==> src/hdl/srtf_pkg.sv <==
// Shared types and constants of the shortest-remaining-time scheduler.
// Used by srtf_seq and by shortest_remaining_time_scheduler_core; no dependencies.
`default_nettype none

package srtf_pkg;

  localparam int unsigned BurstW = 16;
  localparam int unsigned TimeW  = 20;
  localparam int unsigned IndexW = 4;
  localparam logic [TimeW-1:0] TimeMax = {TimeW{1'b1}};

  typedef enum logic {
    ActLoad = 1'b0,
    ActTick = 1'b1
  } action_e;

  typedef enum logic [1:0] {
    StatLoaded  = 2'd0,
    StatDropped = 2'd1,
    StatRan     = 2'd2,
    StatIdle    = 2'd3
  } status_e;

  typedef enum logic [2:0] {
    StIdle,
    StScan,
    StPick,
    StBurst,
    StOut
  } state_e;

  typedef struct packed {
    action_e           action;
    logic [BurstW-1:0] burst;
  } req_t;

  typedef struct packed {
    status_e           status;
    logic [IndexW-1:0] process_index;
    logic              finished;
    logic [TimeW-1:0]  completion_time;
    logic [TimeW-1:0]  waiting_time;
  } rsp_t;

endpackage

`default_nettype wire

==> src/hdl/srtf_ram.sv <==
// Generic single-write, single-read synchronous RAM with a registered read port.
// No dependencies.
`default_nettype none

module srtf_ram #(
  parameter int unsigned Width = 16,
  parameter int unsigned Depth = 16
) (
  input  wire logic                     clk_i,
  input  wire logic                     we_i,
  input  wire logic [$clog2(Depth)-1:0] waddr_i,
  input  wire logic [Width-1:0]         wdata_i,
  input  wire logic                     re_i,
  input  wire logic [$clog2(Depth)-1:0] raddr_i,
  output logic      [Width-1:0]         rdata_o
);

  logic [Width-1:0] mem_q [Depth];
  logic [Width-1:0] rdata_q;

  always_ff @(posedge clk_i) begin
    if (we_i) begin
      mem_q[waddr_i] <= wdata_i;
    end
    if (re_i) begin
      rdata_q <= mem_q[raddr_i];
    end
  end

  assign rdata_o = rdata_q;

endmodule

`default_nettype wire

==> src/hdl/srtf_seq.sv <==
// Sequencer of the scheduler: owns the remaining-time and burst memories,
// runs loads and the per-tick minimum scan. Depends on srtf_pkg and srtf_ram.
`default_nettype none

module srtf_seq #(
  parameter int unsigned MAX_PROCESSES = 16
) (
  input  wire logic          clk_i,
  input  wire logic          rst_ni,
  input  wire logic          req_valid_i,
  output logic               req_stall_o,
  input  wire srtf_pkg::req_t req_i,
  output logic               res_valid_o,
  input  wire logic          res_ready_i,
  output srtf_pkg::rsp_t     res_o
);

  localparam int unsigned IdxW = $clog2(MAX_PROCESSES);
  localparam int unsigned CntW = $clog2(MAX_PROCESSES + 1);
  localparam logic [CntW-1:0] CntMax = CntW'(MAX_PROCESSES);

  srtf_pkg::state_e state_q, state_d;
  logic [CntW-1:0] count_q, count_d;
  logic [CntW-1:0] issue_q, issue_d;
  logic [srtf_pkg::TimeW-1:0] time_q, time_d;
  logic rd_vld_q, rd_vld_d;
  logic [IdxW-1:0] rd_idx_q, rd_idx_d;
  logic found_q, found_d;
  logic [IdxW-1:0] best_idx_q, best_idx_d;
  logic [srtf_pkg::BurstW-1:0] best_rem_q, best_rem_d;
  logic fin_q, fin_d;
  srtf_pkg::rsp_t res_q, res_d;

  logic rem_we, rem_re, brs_we, brs_re;
  logic [IdxW-1:0] rem_waddr;
  logic [srtf_pkg::BurstW-1:0] rem_wdata, rem_rdata, brs_rdata;
  logic [srtf_pkg::TimeW-1:0] burst_ext;

  srtf_ram #(
    .Width(srtf_pkg::BurstW),
    .Depth(MAX_PROCESSES)
  ) u_rem_ram (
    .clk_i  (clk_i),
    .we_i   (rem_we),
    .waddr_i(rem_waddr),
    .wdata_i(rem_wdata),
    .re_i   (rem_re),
    .raddr_i(issue_q[IdxW-1:0]),
    .rdata_o(rem_rdata)
  );

  srtf_ram #(
    .Width(srtf_pkg::BurstW),
    .Depth(MAX_PROCESSES)
  ) u_burst_ram (
    .clk_i  (clk_i),
    .we_i   (brs_we),
    .waddr_i(count_q[IdxW-1:0]),
    .wdata_i(req_i.burst),
    .re_i   (brs_re),
    .raddr_i(best_idx_q),
    .rdata_o(brs_rdata)
  );

  assign burst_ext = srtf_pkg::TimeW'(brs_rdata);

  always_ff @(posedge clk_i or negedge rst_ni) begin
    if (!rst_ni) begin
      state_q  <= srtf_pkg::StIdle;
      count_q  <= '0;
      time_q   <= '0;
      issue_q  <= '0;
      rd_vld_q <= 1'b0;
      found_q  <= 1'b0;
    end else begin
      state_q  <= state_d;
      count_q  <= count_d;
      time_q   <= time_d;
      issue_q  <= issue_d;
      rd_vld_q <= rd_vld_d;
      found_q  <= found_d;
    end
  end

  always_ff @(posedge clk_i) begin
    rd_idx_q   <= rd_idx_d;
    best_idx_q <= best_idx_d;
    best_rem_q <= best_rem_d;
    fin_q      <= fin_d;
    res_q      <= res_d;
  end

  always_comb begin
    state_d    = state_q;
    count_d    = count_q;
    time_d     = time_q;
    issue_d    = issue_q;
    rd_vld_d   = 1'b0;
    rd_idx_d   = rd_idx_q;
    found_d    = found_q;
    best_idx_d = best_idx_q;
    best_rem_d = best_rem_q;
    fin_d      = fin_q;
    res_d      = res_q;
    rem_we     = 1'b0;
    rem_waddr  = count_q[IdxW-1:0];
    rem_wdata  = req_i.burst;
    rem_re     = 1'b0;
    brs_we     = 1'b0;
    brs_re     = 1'b0;

    case (state_q)
      srtf_pkg::StIdle: begin
        if (req_valid_i) begin
          res_d = '0;
          if (req_i.action == srtf_pkg::ActTick) begin
            issue_d = '0;
            found_d = 1'b0;
            state_d = srtf_pkg::StScan;
          end else if (count_q >= CntMax) begin
            res_d.status = srtf_pkg::StatDropped;
            state_d      = srtf_pkg::StOut;
          end else begin
            rem_we              = 1'b1;
            brs_we              = 1'b1;
            count_d             = count_q + 1'b1;
            res_d.status        = srtf_pkg::StatLoaded;
            res_d.process_index = srtf_pkg::IndexW'(count_q);
            state_d             = srtf_pkg::StOut;
          end
        end
      end
      srtf_pkg::StScan: begin
        if (issue_q < count_q) begin
          rem_re   = 1'b1;
          rd_vld_d = 1'b1;
          rd_idx_d = issue_q[IdxW-1:0];
          issue_d  = issue_q + 1'b1;
        end else if (!rd_vld_q) begin
          state_d = srtf_pkg::StPick;
        end
        if (rd_vld_q && (rem_rdata != '0) && (!found_q || (rem_rdata < best_rem_q))) begin
          found_d    = 1'b1;
          best_idx_d = rd_idx_q;
          best_rem_d = rem_rdata;
        end
      end
      srtf_pkg::StPick: begin
        if (!found_q) begin
          res_d                 = '0;
          res_d.status          = srtf_pkg::StatIdle;
          res_d.completion_time = time_q;
          state_d               = srtf_pkg::StOut;
        end else begin
          rem_we    = 1'b1;
          rem_waddr = best_idx_q;
          rem_wdata = best_rem_q - 1'b1;
          brs_re    = 1'b1;
          fin_d     = (best_rem_q == srtf_pkg::BurstW'(1));
          if (time_q != srtf_pkg::TimeMax) begin
            time_d = time_q + 1'b1;
          end
          state_d = srtf_pkg::StBurst;
        end
      end
      srtf_pkg::StBurst: begin
        res_d                 = '0;
        res_d.status          = srtf_pkg::StatRan;
        res_d.process_index   = srtf_pkg::IndexW'(best_idx_q);
        res_d.finished        = fin_q;
        res_d.completion_time = time_q;
        if (fin_q && (time_q >= burst_ext)) begin
          res_d.waiting_time = time_q - burst_ext;
        end
        state_d = srtf_pkg::StOut;
      end
      srtf_pkg::StOut: begin
        if (res_ready_i) begin
          state_d = srtf_pkg::StIdle;
        end
      end
      default: begin
        state_d = srtf_pkg::StIdle;
      end
    endcase
  end

  assign req_stall_o = (state_q != srtf_pkg::StIdle);
  assign res_valid_o = (state_q == srtf_pkg::StOut);
  assign res_o       = res_q;

  a_count_bound: assert property (@(posedge clk_i) disable iff (!rst_ni)
    count_q <= CntMax)
    else $error("Loaded count exceeds the table size.");

  a_issue_bound: assert property (@(posedge clk_i) disable iff (!rst_ni)
    (state_q == srtf_pkg::StScan) |-> (issue_q <= count_q))
    else $error("Scan pointer ran past the loaded slots.");

  a_pick_nonzero: assert property (@(posedge clk_i) disable iff (!rst_ni)
    ((state_q == srtf_pkg::StPick) && found_q) |-> (best_rem_q != '0))
    else $error("Selected process has no remaining time.");

  a_time_mono: assert property (@(posedge clk_i) disable iff (!rst_ni)
    (state_q != srtf_pkg::StPick) |=> (time_q == $past(time_q)))
    else $error("Current time changed outside the pick step.");

endmodule

`default_nettype wire

==> src/hdl/shortest_remaining_time_scheduler_core.sv <==
// Top level of the shortest-remaining-time scheduler with its output register.
// Depends on srtf_pkg and srtf_seq.
//
// A load request stores one burst in the next free slot, or is dropped when
// all slots are full; its result goes to the output register once that
// register is free. A tick request scans the loaded slots, then either runs
// the chosen process, decrementing its remaining time and advancing the
// current time, or reports idle when nothing is pending. The scan reads the
// remaining-time memory one slot per cycle to find the smallest nonzero
// remainder (lowest slot on ties), and each read returns in the cycle after
// it is issued. One request is worked on at a time; the finished result waits
// in the output register so the next request can be accepted while it is
// still stalled. Both memories need no clearing after reset, since only slots
// below the loaded count are ever read.
`default_nettype none

module shortest_remaining_time_scheduler_core #(
  parameter int unsigned MAX_PROCESSES = 16
) (
  input  wire logic           clk_i,
  input  wire logic           rst_ni,
  input  wire logic           in_valid_i,
  output logic                in_stall_o,
  input  wire srtf_pkg::req_t in_req_i,
  output logic                out_valid_o,
  input  wire logic           out_stall_i,
  output srtf_pkg::rsp_t      out_rsp_o
);

  logic res_valid, res_ready;
  srtf_pkg::rsp_t res;
  logic out_valid_q, out_valid_d;
  srtf_pkg::rsp_t out_rsp_q;

  srtf_seq #(
    .MAX_PROCESSES(MAX_PROCESSES)
  ) u_seq (
    .clk_i      (clk_i),
    .rst_ni     (rst_ni),
    .req_valid_i(in_valid_i),
    .req_stall_o(in_stall_o),
    .req_i      (in_req_i),
    .res_valid_o(res_valid),
    .res_ready_i(res_ready),
    .res_o      (res)
  );

  assign res_ready   = !out_valid_q || !out_stall_i;
  assign out_valid_d = (res_valid && res_ready) || (out_valid_q && out_stall_i);

  always_ff @(posedge clk_i or negedge rst_ni) begin
    if (!rst_ni) begin
      out_valid_q <= 1'b0;
    end else begin
      out_valid_q <= out_valid_d;
    end
  end

  always_ff @(posedge clk_i) begin
    if (res_valid && res_ready) begin
      out_rsp_q <= res;
    end
  end

  assign out_valid_o = out_valid_q;
  assign out_rsp_o   = out_rsp_q;

endmodule

`default_nettype wire
==> config.mk <==
export PLATFORM = sky130hd
export DESIGN_NAME = shortest_remaining_time_scheduler_core
export DESIGN_NICKNAME = d
export VERILOG_FILES = /design/src/hdl/srtf_pkg.sv /design/src/hdl/srtf_ram.sv /design/src/hdl/srtf_seq.sv /design/src/hdl/shortest_remaining_time_scheduler_core.sv
export SDC_FILE = /design/constraint.sdc
export NUM_CORES = 1
export LEC_CHECK = 0
export BUFFER_PORTS_ARGS = -buffer_cell sky130_fd_sc_hd__buf_2
export CAP_MARGIN = 20
export CORE_MARGIN = 2
export CORE_UTILIZATION = 48
export CTS_BUF_LIST = sky130_fd_sc_hd__clkbuf_4
export CTS_CLUSTER_SIZE = 25
export DETAILED_ROUTE_END_ITERATION = 6
export SLEW_MARGIN = 20
export SYNTH_ARGS = -nofsm -noshare
export SYNTH_HDL_FRONTEND = slang
export SYNTH_SLANG_ARGS = --single-unit
==> constraint.sdc <==
create_clock -name clk_i -period 3.8 [get_ports clk_i]
set_input_delay 0 -clock clk_i [delete_from_list [all_inputs] [get_ports clk_i]]
set_output_delay 0 -clock clk_i [all_outputs]
set_load 0.02 [all_outputs]
# Yosys cells after proc, flatten, opt, wreduce, memory -nomap -nowiden

Memories as Yosys holds them, arrays and structs flattened. A register that Yosys moved wholly into a read port is not among the register bits.
Cells that the tools add are included.
Widths: inputs -> output; s select.

Bits of input ports: 21
RAM bits: 512
Memories: 2
Output and inout port bits: 49
Register bits: 155
Word-level logic and storage cells: 112

Multiplexer cells: 39
Add/sub/neg operators: 5
Eq/ne operators: 14
Bitwise logic cells: 2
Magnitude comparators: 4
Reductions and logical operators: 25

Memories:

| name                    | depth | width | rd ports | clocked after Yosys merged registers in | wr ports | line           | source |
|---|---|---|---|---|---|---|---|
| u_seq.u_burst_ram.mem_q | 16    | 16    | 1        | 1                                       | 1        | srtf_ram.sv:18 | `logic [Width-1:0] mem_q [Depth];` |
| u_seq.u_rem_ram.mem_q   | 16    | 16    | 1        | 1                                       | 1        | srtf_ram.sv:18 |  |

Operators by type and width:

| cell                  | count |
|---|---|
| $pmux 47 s3           | 1 |
| $mux 47               | 2 |
| $mux 16               | 2 |
| $add 20x1->20 const B | 1 |
| $ge 20x16->1          | 1 |
| $mux 20               | 1 |
| $ne 20x20->1 const B  | 1 |
| $sub 20x16->20        | 1 |
| $mux 3                | 6 |
| $eq 16x1->1 const B   | 1 |
| $lt 16x16->1          | 1 |
| $mux 1                | 16 |
| $reduce_and 4->1      | 4 |
| $reduce_bool 16->1    | 1 |
| $sub 16x1->16 const B | 1 |
| $mux 5                | 3 |
| $pmux 3 s5            | 1 |
| $mux 4                | 3 |
| $add 5x1->5 const B   | 2 |
| $ne 2x2->1 const B    | 5 |
| $pmux 5 s2            | 1 |
| $eq 3x2->1 const B    | 2 |
| $mux 6                | 1 |
| $ne 2x1->1 const B    | 3 |
| 14 further kinds      | 28 |

# Depth between registers and ports, before layout

Gate-level depths: netlist (run 1).

Depth after elaboration: 7
Depth in mapped cells: 11
Gate-level depth less buffers: 10

# Modules after synthesis

Synthesis (run 1) repeated with hierarchy kept, for this count alone.

Cells, all modules: 1502
Area total of the unflattened synthesis: 28020.6 um^2

By module, submodules not included:

| module                                 | times used | cells an instance | area each (um^2) | sequential area each (um^2) |
|---|---|---|---|---|
| srtf_ram at u_seq.u_burst_ram          | 1          | 432               | 10203.5          | 8167.8 |
| srtf_ram at u_seq.u_rem_ram            | 1          | 432               | 10202.3          | 8167.8 |
| srtf_seq                               | 1          | 587               | 6155.9           | 3037.9 |
| shortest_remaining_time_scheduler_core | 1          | 51                | 1458.9           | 1436.4 |

# Worst setup path before layout (run 1)

Ideal clock, no wire load.

Path type: reg-to-reg
Start point: register u_seq.state_q[0]
End point: register out_rsp_q, in the netlist out_rsp_o[0], enable pin
Required time: 3.333 ns
Arrival: 3.068 ns
Setup time: 0.467 ns
Path slack: 0.265 ns
Stages on the path, launching flop included: 5
Path buffers: 1
Period minus slack after synthesis: 3.535 ns
Cells stage by stage: dfrtp_1 clkbuf_1 nor2_1 nand2_1 a21oi_1

Word-level cells in the longest chain between the ends: 2

RTL lines:

| item                     | line                                         | source |
|---|---|---|
| start: declaration       | srtf_seq.sv:22                               | `srtf_pkg::state_e state_q, state_d;` |
| start signal: assignment | srtf_seq.sv:69                               | `state_q <= srtf_pkg::StIdle;` |
| start signal: assignment | srtf_seq.sv:76                               | `state_q <= state_d;` |
| $eq 3x3->1               | srtf_seq.sv:189                              | `assign res_valid_o = (state_q == srtf_pkg::StOut);` |
| $logic_and 1x1->1        | shortest_remaining_time_scheduler_core.sv:60 | `if (res_valid && res_ready) begin` |
| end signal: assignment   | shortest_remaining_time_scheduler_core.sv:61 | `out_rsp_q <= res;` |
| end: declaration         | shortest_remaining_time_scheduler_core.sv:33 | `srtf_pkg::rsp_t out_rsp_q;` |

Every way passes these cells.
A chain may end at the register's enable or synchronous reset.

# Worst setup path in the final report (run 1)

Start point: register u_seq.count_q[2]
End point: register u_seq.state_q[0]

Word-level cells in the longest chain between the ends: 3

RTL lines:

| item                              | line            | source |
|---|---|---|
| start: declaration                | srtf_seq.sv:23  | `logic [CntW-1:0] count_q, count_d;` |
| start signal: assignment          | srtf_seq.sv:77  | `count_q <= count_d;` |
| $lt 5x5->1                        | srtf_seq.sv:134 | `if (issue_q < count_q) begin` |
| $ne 2x2->1 (no source line)       | -               |  |
| $reduce_and 4->1 (no source line) | -               |  |

Every way passes these cells.

==> report_table.html, run 1 <==
<table>
<tr><th>Metric</th><th>Value</th></tr>
<tr><th colspan="2">Synth</th></tr>
<tr><td>Area of the mapped netlist</td><td>0.02792 mm^2</td></tr>
<tr><td>Fraction of the yosys area taken by sequential cells</td><td>74.53%</td></tr>
<tr><td>Gate count of the mapped netlist</td><td>1,443</td></tr>
<tr><td>Most instantiated cells after synthesis</td><td>663 x sky130_fd_sc_hd__edfxtp_1, 160 x sky130_fd_sc_hd__mux4_2, 71 x sky130_fd_sc_hd__nor2_1</td></tr>
<tr><td>Mean area per synthesized cell</td><td>19.35 um^2</td></tr>
<tr><td>Dominant cell type by area after synthesis</td><td>sky130_fd_sc_hd__edfxtp_1</td></tr>
<tr><td>Fraction of synthesis flops using an asynchronous set or reset pin</td><td>5.150%</td></tr>
<tr><td>Library cells used by synthesis</td><td>60</td></tr>
<tr><td>Number of enable flip-flop cells after synthesis</td><td>663</td></tr>
<tr><td>Number of nets produced by synthesis</td><td>1,508</td></tr>
<tr><td>Largest cells by area after synthesis</td><td>sky130_fd_sc_hd__edfxtp_1 71%, sky130_fd_sc_hd__mux4_2 13%, sky130_fd_sc_hd__dfrtp_1 3.2%</td></tr>
<tr><td>Yosys warns</td><td>0</td></tr>
<tr><td>Library cell with the highest instance count after synthesis</td><td>sky130_fd_sc_hd__edfxtp_1</td></tr>
<tr><td>Most common flop cell mapped by yosys</td><td>sky130_fd_sc_hd__edfxtp_1</td></tr>
<tr><td>Synthesized flop and latch total</td><td>699</td></tr>
<tr><td>Fraction of post-synthesis cell area in the top cell type by area</td><td>71.31%</td></tr>
<tr><th colspan="2">STA</th></tr>
<tr><td>Time the final worst path needs with I/O delays and setup</td><td>3.188 ns</td></tr>
<tr><td>Final Hold Viols</td><td>0</td></tr>
<tr><td>F_max</td><td>0.3136 GHz</td></tr>
<tr><td>Slew margin rel.</td><td>24.34%</td></tr>
<tr><td>Sum of negative setup slack</td><td>0 ns</td></tr>
<tr><td>Post-route clock skew</td><td>0.05601 ns</td></tr>
<tr><td>Slew at the pin closest to its max-slew limit</td><td>1.134 ns</td></tr>
<tr><td># setup viols final</td><td>0</td></tr>
<tr><td>Final-layout worst hold slack</td><td>0.1457 ns</td></tr>
<tr><td>Setup repair after global routing missed its margin</td><td>false</td></tr>
<tr><td>Number of slew-limit violations in the final report</td><td>0</td></tr>
<tr><td>Fin crit share</td><td>83.91%</td></tr>
<tr><th colspan="2">Power and ir drop</th></tr>
<tr><td>Power density relative to cell area</td><td>588.4 mW/mm^2</td></tr>
<tr><td>Combinational group share of total power</td><td>17.2%</td></tr>
<tr><td>Total Power Consumption</td><td>18.91 mW</td></tr>
<tr><td>Peak supply drop</td><td>0.2890 mV</td></tr>
<tr><td>Internal</td><td>13.76 mW</td></tr>
<tr><td>Proportion of power drawn by flip-flops and latches</td><td>51.0%</td></tr>
<tr><td>Share of power burned in the clock network</td><td>31.8%</td></tr>
<tr><td>Net switching power</td><td>5.151 mW</td></tr>
<tr><td>Switching Fraction</td><td>27.23%</td></tr>
<tr><td>Leakage</td><td>11.01 nW</td></tr>
<tr><th colspan="2">GRT</th></tr>
<tr><td>Global router's overall resource usage</td><td>21.36%</td></tr>
<tr><td>Global-route wire length before repair</td><td>92.62 mm</td></tr>
<tr><td>Initial antenna violation count</td><td>8</td></tr>
<tr><td>Busiest metal layer after global routing</td><td>met1</td></tr>
<tr><td>Pin count of the biggest net entering global routing</td><td>67</td></tr>
<tr><td>Met3 global-route usage</td><td>5.686%</td></tr>
<tr><td>Number of global-route vias before repair</td><td>14,840</td></tr>
<tr><td>Met1 GRT Util</td><td>31.33%</td></tr>
<tr><td>Global route total overflow</td><td>0</td></tr>
<tr><td>GR Util met2</td><td>31.29%</td></tr>
<tr><th colspan="2">Place</th></tr>
<tr><td>Total placed cells including tap cells</td><td>2,272</td></tr>
<tr><td>Final weighted congestion in routability-driven placement</td><td>0.8593</td></tr>
<tr><td>Area after detailed placement</td><td>0.02954 mm^2</td></tr>
<tr><td>Placed wire-length estimate</td><td>38.01 mm</td></tr>
<tr><td>Count of input and output buffers</td><td>69</td></tr>
<tr><th colspan="2">CTS</th></tr>
<tr><td>Post-CTS sizing</td><td>0</td></tr>
<tr><td>H-tree Lvls</td><td>4</td></tr>
<tr><td>Insertion delay of the later-clocked pin in the worst-skew pair</td><td>0.98 ns</td></tr>
<tr><td>Number of buffers on the longest clock path</td><td>3</td></tr>
<tr><td>Clock tree from TritonCTS</td><td>done</td></tr>
<tr><td>Clock transition time at the flip-flop clock pins of the worst setup and hold paths</td><td>0.06 ns</td></tr>
<tr><td>Number of buffers created by CTS</td><td>177</td></tr>
<tr><td>Clock tree root driver cell</td><td>sky130_fd_sc_hd__clkbuf_4</td></tr>
<tr><td>CTS sink count</td><td>699</td></tr>
<tr><td>Post-CTS Repair Setup Buffers</td><td>0</td></tr>
<tr><th colspan="2">Drt</th></tr>
<tr><td>Final Routed Wirelength</td><td>62.01 mm</td></tr>
<tr><td>Count of TritonRoute iterations in the first routing pass</td><td>5</td></tr>
<tr><td>Antenna Nets Post-Route</td><td>0</td></tr>
<tr><td>Routed vias</td><td>14,820</td></tr>
<tr><td>Average vias per placed instance</td><td>5.640</td></tr>
<tr><td>Routed len/inst</td><td>23.60 um</td></tr>
<tr><td>Starting DRT DRC Count</td><td>1,282</td></tr>
<tr><td>DR DRC count</td><td>0</td></tr>
<tr><th colspan="2">Die</th></tr>
<tr><td>Number of placement rows</td><td>88</td></tr>
<tr><td>Floorplan die area</td><td>0.06011 mm^2</td></tr>
<tr><td>Chip height</td><td>245.2 um</td></tr>
<tr><td>I/O pins</td><td>70</td></tr>
<tr><td>Starting density of the core</td><td>48.49%</td></tr>
<tr><td>Core area</td><td>0.05759 mm^2</td></tr>
<tr><td>Horiz. Die Dim</td><td>245.2 um</td></tr>
<tr><th colspan="2">Setup path</th></tr>
<tr><td>Sort of element at the end of the critical path</td><td>register</td></tr>
<tr><td>Required @ worst endpoint</td><td>4.64 ns</td></tr>
<tr><td>Slowest-stage cell, CP</td><td>sky130_fd_sc_hd__dfrtp_1</td></tr>
<tr><td>Category of the most critical setup path</td><td>register to register</td></tr>
<tr><td>Maximum net fanout on the critical path</td><td>24</td></tr>
<tr><td>Series of cell instances along the critical path</td><td>inv_1, ha_1, a21oi_1, o21ai_1, inv_2, a211oi_1, a21oi_1, dlygate4sd3_1</td></tr>
<tr><td>Most used cell, CP</td><td>sky130_fd_sc_hd__a21oi_1</td></tr>
<tr><td>Worst path arrival time</td><td>4.03 ns</td></tr>
<tr><td>Kind of start point of the critical path</td><td>register</td></tr>
<tr><td>Delay contributed by the slowest stage of the critical path</td><td>0.70 ns</td></tr>
<tr><th colspan="2">Min path</th></tr>
<tr><td>Path category of the worst min-delay check</td><td>input pin to register</td></tr>
<tr><th colspan="2">Layout</th></tr>
<tr><td>Multi-input combinational cell area</td><td>0.006789 mm^2</td></tr>
<tr><td>Synth-to-layout area growth</td><td>15.13%</td></tr>
<tr><td>Final net count</td><td>1,795</td></tr>
<tr><td>Seq. cell area</td><td>0.02082 mm^2</td></tr>
<tr><td>Fraction of final layout cells with drive strength greater than 1</td><td>32.35%</td></tr>
<tr><td>Design area</td><td>0.03215 mm^2</td></tr>
<tr><td>Number of filler cells placed in the layout</td><td>4,504</td></tr>
<tr><td>Number of standard cells in the layout, taps in and fillers out</td><td>2,628</td></tr>
<tr><th colspan="2">Run status</th></tr>
<tr><td>Result of the run</td><td>completed</td></tr>
<tr><th colspan="2">Flow run</th></tr>
<tr><td>Number of max-capacitance violations reported</td><td>0</td></tr>
</table>
per-layer routing:
metal / share of wire [%] / vias to the layer above / routed length (um)
li1: - / 6496 / -
met1: 45 / 7637 / 27820
met2: 46 / 607 / 28320
met3: 7.9 / 81 / 4881
met4: 1.6 / 2 / 983
met5: 0.013 / - / 8
through the flow:
stage                     setup WS (ns)  util (%)
after floorplan                  0.2653         -
after global placement           0.7560     51.30
after detailed placement         0.7050     51.30
after CTS                        0.6292     55.77
after global routing             0.4505     55.82
final                            0.6115     55.82
cells by family (layout without fill, tap and decap cells):
kind of cell             count (synthesis)  in the layout  synth area share, %
AO/OA/AOI/OAI                          122            122                2.810
other                                    0              2                    0
buffers and inverters                  112            530                1.609
XOR/XNOR                                46             46                1.443
adder cells (fa/ha/maj)                 44             44                1.999
flip-flops                             699            699                74.53
multiplexers                           165            165                13.09
AND/OR/NAND/NOR                        255            255                4.513
cell type report:
| cell class | count | share of cell area (%) |
|---|---|---|
| sequential | 699 | 64.75 |
| antenna | 2 | 0.01557 |
| multi-input combinational | 632 | 21.12 |
| tap | 765 | 2.978 |
| clock buffer | 252 | 5.885 |
| inverter | 54 | 0.6305 |
| timing repair buffer | 166 | 3.838 |
| clock inverter | 58 | 0.7823 |
flip-flops by register name, summed over array words and instances (netlist names), 16 cells and up:
name / count
u_seq.u_rem_ram.rdata_o: 16
u_seq.best_rem_q: 16
out_rsp_o: 47
u_seq.u_rem_ram.mem_q: 256
u_seq.time_q: 20
u_seq.u_burst_ram.rdata_o: 16
u_seq.res_o: 47
u_seq.u_burst_ram.mem_q: 256
power groups by stage:
| stage | clock network [mW] | logic [mW] | registers [mW] |
|---|---|---|---|
| floorplan | 0 | 2.09 | 9.77 |
| global placement | 0 | 3.18 | 9.80 |
| detailed placement | 0 | 3.23 | 9.81 |
| CTS | 6.21 | 3.29 | 9.65 |
| global route | 6.61 | 3.53 | 9.70 |
| finish | 6.01 | 3.26 | 9.65 |
worst paths after layout:
check | from | slack (ns) | to | cells after the start
max reg2reg | u_seq.count_q[2] | 0.61 | u_seq.state_q[0] | 8
min reg2reg | u_seq.res_o[13] | 0.41 | out_rsp_o[13] | 0
max | u_seq.count_q[2] | 0.61 | u_seq.state_q[0] | 8
min in group asynchronous | rst_ni | 0.65 | u_seq.rd_vld_q | 5
max in group asynchronous | rst_ni | 2.92 | u_seq.issue_q[0] | 5
min | out_stall_i | 0.15 | out_rsp_o[32] | 3
repair_timing:
item                                   CTS  global route
endpoints found under the hold margin  704             0
setup endpoints to repair                0             0
hold buffers                            42             0
placed cells by master (no fill, tap or decap), types with 14 or more instances in the layout:
cell	synthesis	layout
sky130_fd_sc_hd__nand3_1	21	21
sky130_fd_sc_hd__inv_1	52	52
sky130_fd_sc_hd__nand4_1	15	15
sky130_fd_sc_hd__dfrtp_1	36	34
sky130_fd_sc_hd__o21ai_0	31	30
sky130_fd_sc_hd__a31oi_1	14	14
sky130_fd_sc_hd__clkbuf_4	0	252
sky130_fd_sc_hd__mux4_2	160	160
sky130_fd_sc_hd__dlygate4sd3_1	0	41
sky130_fd_sc_hd__buf_2	14	69
sky130_fd_sc_hd__xnor2_1	36	36
sky130_fd_sc_hd__a21oi_1	30	28
sky130_fd_sc_hd__ha_1	43	43
sky130_fd_sc_hd__nand2_1	56	56
sky130_fd_sc_hd__and2_1	20	20
sky130_fd_sc_hd__buf_4	1	50
sky130_fd_sc_hd__nor3_1	24	18
sky130_fd_sc_hd__edfxtp_1	663	663
sky130_fd_sc_hd__nor2_2	0	25
sky130_fd_sc_hd__clkinv_1	1	46
sky130_fd_sc_hd__nor2_1	71	45
critical path, delay by kind of cell, from the launching register on:
kind / cells / cell delay, ns
compound gates: 4 / 1.02
fa+ha+maj: 1 / 0.31
flops: 1 / 0.70
buf+inv: 3 / 1.04
Note: power is estimated with default switching activity, not from simulation.
==> run 2, diff against run 1 <==
==> constraint.sdc (replaced) <==
create_clock -name clk_i -period 3 [get_ports clk_i]
set_input_delay 0 -clock clk_i [delete_from_list [all_inputs] [get_ports clk_i]]
set_output_delay 0 -clock clk_i [all_outputs]
set_load 0.02 [all_outputs]
==> report_table.html, run 2 (synthesized netlist as in run 1, its figures left out) <==
<table>
<tr><th>Metric</th><th>Value</th></tr>
<tr><th colspan="2">Run status</th></tr>
<tr><td>Result of the run</td><td>completed</td></tr>
<tr><th colspan="2">Power and ir drop</th></tr>
<tr><td>Peak supply drop</td><td>0.4444 mV (+54%)</td></tr>
<tr><td>Total Power Consumption</td><td>24.36 mW (+29%)</td></tr>
<tr><td>Power density relative to cell area</td><td>749.1 mW/mm^2 (+27%)</td></tr>
<tr><td>Leakage</td><td>11.21 nW (+1.8%)</td></tr>
<tr><th colspan="2">Layout</th></tr>
<tr><td>Most frequent cells in the layout</td><td>663 x sky130_fd_sc_hd__edfxtp_1, 258 x sky130_fd_sc_hd__clkbuf_4, 160 x sky130_fd_sc_hd__mux4_2</td></tr>
<tr><td>Final net count</td><td>1,816 (+1.2%)</td></tr>
<tr><td>Number of standard cells in the layout, taps in and fillers out</td><td>2,645 (+0.65%)</td></tr>
<tr><td>Synth-to-layout area growth</td><td>16.49%</td></tr>
<tr><td>Largest registers ranked by flip-flop count</td><td>u_seq.u_burst_ram.mem_q: 256 flops, u_seq.u_rem_ram.mem_q: 256 flops</td></tr>
<tr><td>Fraction of final layout cells with drive strength greater than 1</td><td>33.87% (+1.5 points)</td></tr>
<tr><td>Most common cell after layout, fill and taps aside</td><td>sky130_fd_sc_hd__edfxtp_1</td></tr>
<tr><th colspan="2">Flow run</th></tr>
<tr><td>Number of max-capacitance violations reported</td><td>0 (unchanged)</td></tr>
<tr><th colspan="2">Setup path</th></tr>
<tr><td>Largest delay contributor family on the critical path</td><td>compound AO/OA/AOI/OAI gates</td></tr>
<tr><td>Slowest-stage cell, CP</td><td>sky130_fd_sc_hd__fa_1</td></tr>
<tr><td>Cell count of the worst reg-to-reg path</td><td>11 (+3)</td></tr>
<tr><td>Critical register-to-register path endpoint</td><td>u_seq.res_o[7]</td></tr>
<tr><td>Category of the most critical setup path</td><td>register to register</td></tr>
<tr><td>Sort of element at the end of the critical path</td><td>register</td></tr>
<tr><td>Required @ worst endpoint</td><td>3.73 ns (-0.91 ns)</td></tr>
<tr><td>Kind of start point of the critical path</td><td>register</td></tr>
<tr><td>Most used cell, CP</td><td>sky130_fd_sc_hd__inv_1</td></tr>
<tr><td>Series of cell instances along the critical path</td><td>inv_1, ha_1, inv_1, fa_1, nand3_1, a21oi_1, o31ai_1, o211ai_1, o31ai_2, buf_4, nor2_1</td></tr>
<tr><td>Maximum net fanout on the critical path</td><td>19 (-21%)</td></tr>
<tr><td>Worst path arrival time</td><td>3.46 ns (-0.57 ns)</td></tr>
<tr><td>Total stage count of the critical path</td><td>11 (+3)</td></tr>
<tr><td>Delay contributed by the slowest stage of the critical path</td><td>0.40 ns (-0.30 ns)</td></tr>
<tr><td>Count of buffer and inverter cells on the critical path</td><td>3 (unchanged)</td></tr>
<tr><td>R2R setup slack</td><td>0.28 ns (-0.34 ns)</td></tr>
<tr><td>Startpoint of the most critical register-to-register path</td><td>u_seq.time_q[0]</td></tr>
<tr><th colspan="2">Die</th></tr>
<tr><td>Number of placement rows</td><td>88 (unchanged)</td></tr>
<tr><td>Floorplan die area</td><td>0.06011 mm^2 (unchanged)</td></tr>
<tr><td>Horiz. Die Dim</td><td>245.2 um (unchanged)</td></tr>
<tr><td>Starting density of the core</td><td>48.49% (unchanged)</td></tr>
<tr><td>Chip height</td><td>245.2 um (unchanged)</td></tr>
<tr><td>Core area</td><td>0.05759 mm^2 (unchanged)</td></tr>
<tr><td>I/O pins</td><td>70 (unchanged)</td></tr>
<tr><th colspan="2">GRT</th></tr>
<tr><td>Initial antenna violation count</td><td>4 (-4)</td></tr>
<tr><td>Met1 GRT Util</td><td>30.04% (-1.3 points)</td></tr>
<tr><td>Global-route wire length before repair</td><td>95.74 mm (+3.4%)</td></tr>
<tr><td>Pin count of the biggest net entering global routing</td><td>69 (+3.0%)</td></tr>
<tr><td>Met3 global-route usage</td><td>5.281% (-0.40 points)</td></tr>
<tr><td>GR Util met2</td><td>35.47% (+4.2 points)</td></tr>
<tr><td>Busiest metal layer after global routing</td><td>met2</td></tr>
<tr><td>Global route total overflow</td><td>0 (unchanged)</td></tr>
<tr><td>Global router's overall resource usage</td><td>22.14% (+0.78 points)</td></tr>
<tr><td>Number of global-route vias before repair</td><td>15,290 (+3.0%)</td></tr>
<tr><th colspan="2">STA</th></tr>
<tr><td>Setup repair after global routing missed its margin</td><td>false</td></tr>
<tr><td>Fin crit share</td><td>90.80% (+6.9 points)</td></tr>
<tr><td>Number of slew-limit violations in the final report</td><td>0 (unchanged)</td></tr>
<tr><td>Slew margin rel.</td><td>45.64% (+21 points)</td></tr>
<tr><td>Time the final worst path needs with I/O delays and setup</td><td>2.724 ns (-0.4644 ns)</td></tr>
<tr><td>Final Hold Viols</td><td>0 (unchanged)</td></tr>
<tr><td>F_max</td><td>0.3671 GHz (+17%)</td></tr>
<tr><td>Min setup slack post-route</td><td>0.2759 ns (-0.3356 ns)</td></tr>
<tr><td>Slew at the pin closest to its max-slew limit</td><td>0.8155 ns (-0.3183 ns)</td></tr>
<tr><td># setup viols final</td><td>0 (unchanged)</td></tr>
<tr><td>Post-route clock skew</td><td>0.03972 ns (-0.01628 ns)</td></tr>
<tr><th colspan="2">CTS</th></tr>
<tr><td>Number of buffers on the longest clock path</td><td>3 (unchanged)</td></tr>
<tr><td>Post-CTS Repair Setup Buffers</td><td>0 (unchanged)</td></tr>
<tr><td>CTS sink count</td><td>699 (unchanged)</td></tr>
<tr><td>Clock tree root driver cell</td><td>sky130_fd_sc_hd__clkbuf_4</td></tr>
<tr><td>Clock transition time at the flip-flop clock pins of the worst setup and hold paths</td><td>0.07 ns (about the same)</td></tr>
<tr><td>Number of buffers created by CTS</td><td>173 (-2.3%)</td></tr>
<tr><td>Clock tree from TritonCTS</td><td>done</td></tr>
<tr><td>H-tree Lvls</td><td>4 (unchanged)</td></tr>
<tr><td>Insertion delay of the later-clocked pin in the worst-skew pair</td><td>0.99 ns (about the same)</td></tr>
<tr><th colspan="2">Drt</th></tr>
<tr><td>Final Routed Wirelength</td><td>63.83 mm (+2.9%)</td></tr>
<tr><td>DR DRC count</td><td>0 (unchanged)</td></tr>
<tr><td>Antenna Nets Post-Route</td><td>0 (unchanged)</td></tr>
<tr><td>Starting DRT DRC Count</td><td>1,468 (+15%)</td></tr>
<tr><td>Routed len/inst</td><td>24.13 um (+2.3%)</td></tr>
<tr><td>Average vias per placed instance</td><td>5.577 (-1.1%)</td></tr>
<tr><td>Routed vias</td><td>14,750 (-0.48%)</td></tr>
<tr><td>Count of TritonRoute iterations in the first routing pass</td><td>5 (unchanged)</td></tr>
<tr><th colspan="2">Place</th></tr>
<tr><td>Count of input and output buffers</td><td>69 (unchanged)</td></tr>
<tr><td>Pre-CTS setup slack</td><td>0.2794 ns (-0.4256 ns)</td></tr>
<tr><td>Total placed cells including tap cells</td><td>2,299 (+1.2%)</td></tr>
<tr><td>Final weighted congestion in routability-driven placement</td><td>0.8394 (-2.3%)</td></tr>
<tr><td>Placed wire-length estimate</td><td>36.43 mm (-4.1%)</td></tr>
<tr><th colspan="2">Min path</th></tr>
<tr><td>Hold_sp</td><td>in_valid_i</td></tr>
<tr><td>Min-Delay Path Depth</td><td>5 (+2)</td></tr>
<tr><td>Hold Crit Endpoint</td><td>u_seq.issue_q[0]</td></tr>
<tr><td>Path category of the worst min-delay check</td><td>input pin to register</td></tr>
</table>
-- run 2: cell types whose count changed in the layout (fill, tap and decap cells not counted), moves of 2 or more --
cell and change:
sky130_fd_sc_hd__nor3_4 +2, sky130_fd_sc_hd__inv_2 -2, sky130_fd_sc_hd__clkinvlp_4 +2, sky130_fd_sc_hd__buf_4 +22
sky130_fd_sc_hd__nor3_2 -2, sky130_fd_sc_hd__buf_6 -2, sky130_fd_sc_hd__bufinv_16 +5, sky130_fd_sc_hd__clkinv_1 -17
sky130_fd_sc_hd__buf_12 +5, sky130_fd_sc_hd__clkbuf_4 +6, sky130_fd_sc_hd__clkinv_2 -2
-- run 2: metal layers --
metal | vias to the layer above | wire, um
met5 | - | 0
met4 | 0 | 1428
li1 | 6541 | -
met3 | 82 | 4028
met1 | 7594 | 26970
met2 | 535 | 31410
-- run 2: report_power, final --
group	switching [mW]	internal, mW	total [mW]
registers	0.482	11.7	12.2
clock network	3.66	4.43	8.08
logic	2.21	1.84	4.05
total	6.35	18.0	24.4
-- run 2: worst max path at each step --
stage / slack [ns] / end / start
final: 0.28 / u_seq.res_o[7] / u_seq.time_q[0]
after global routing: 0.04 / u_seq.state_q[0] / u_seq.count_q[1]
after CTS: 0.28 / u_seq.res_o[14] / u_seq.time_q[0]
after detailed placement: 0.28 / u_seq.res_o[14] / u_seq.time_q[0]
after global placement: 0.34 / u_seq.u_burst_ram.rdata_o[6] / u_seq.best_idx_q[0]
after floorplan: -0.14 / u_seq.u_rem_ram.mem_q[15][0] / u_seq.state_q[2]
-- run 2: metrics by stage --
step                      util, %  hold WS [ns]  TNS, ns  instance area (um^2)
after global placement      51.78        0.1599        0                 29820
after global routing        56.48        0.1240        0                 32520
after floorplan                 -       -0.2956   -14.79                 27940
after detailed placement    51.78        0.1671        0                 29820
final                       56.48        0.1521        0                 32520
after CTS                   56.47       0.01767        0                 32520
-- run 2: layout make-up --
class                      count  area (um^2)
inverter                      54        202.7
clock inverter                44        335.3
timing repair buffer         191         1476
antenna                        2        5.005
sequential                   699        20820
fill                        4482        25060
tap                          765        957.2
multi-input combinational    632         6797
clock buffer                 258         1937
-- run 2: what timing repair did --
item,in CTS,in global routing
gates resized for setup,0,0
hold buffers,42,0
hold endpoints to repair,746,0
-- run 2: worst register-to-register path: stages, from the launching register on --
cell	delay, ns
sky130_fd_sc_hd__dfrtp_1	0.39
sky130_fd_sc_hd__inv_1	0.13
sky130_fd_sc_hd__ha_1	0.18
sky130_fd_sc_hd__inv_1	0.05
sky130_fd_sc_hd__fa_1	0.40
sky130_fd_sc_hd__nand3_1	0.12
sky130_fd_sc_hd__a21oi_1	0.11
sky130_fd_sc_hd__o31ai_1	0.26
sky130_fd_sc_hd__o211ai_1	0.19
sky130_fd_sc_hd__o31ai_2	0.30
sky130_fd_sc_hd__buf_4	0.27
sky130_fd_sc_hd__nor2_1	0.09
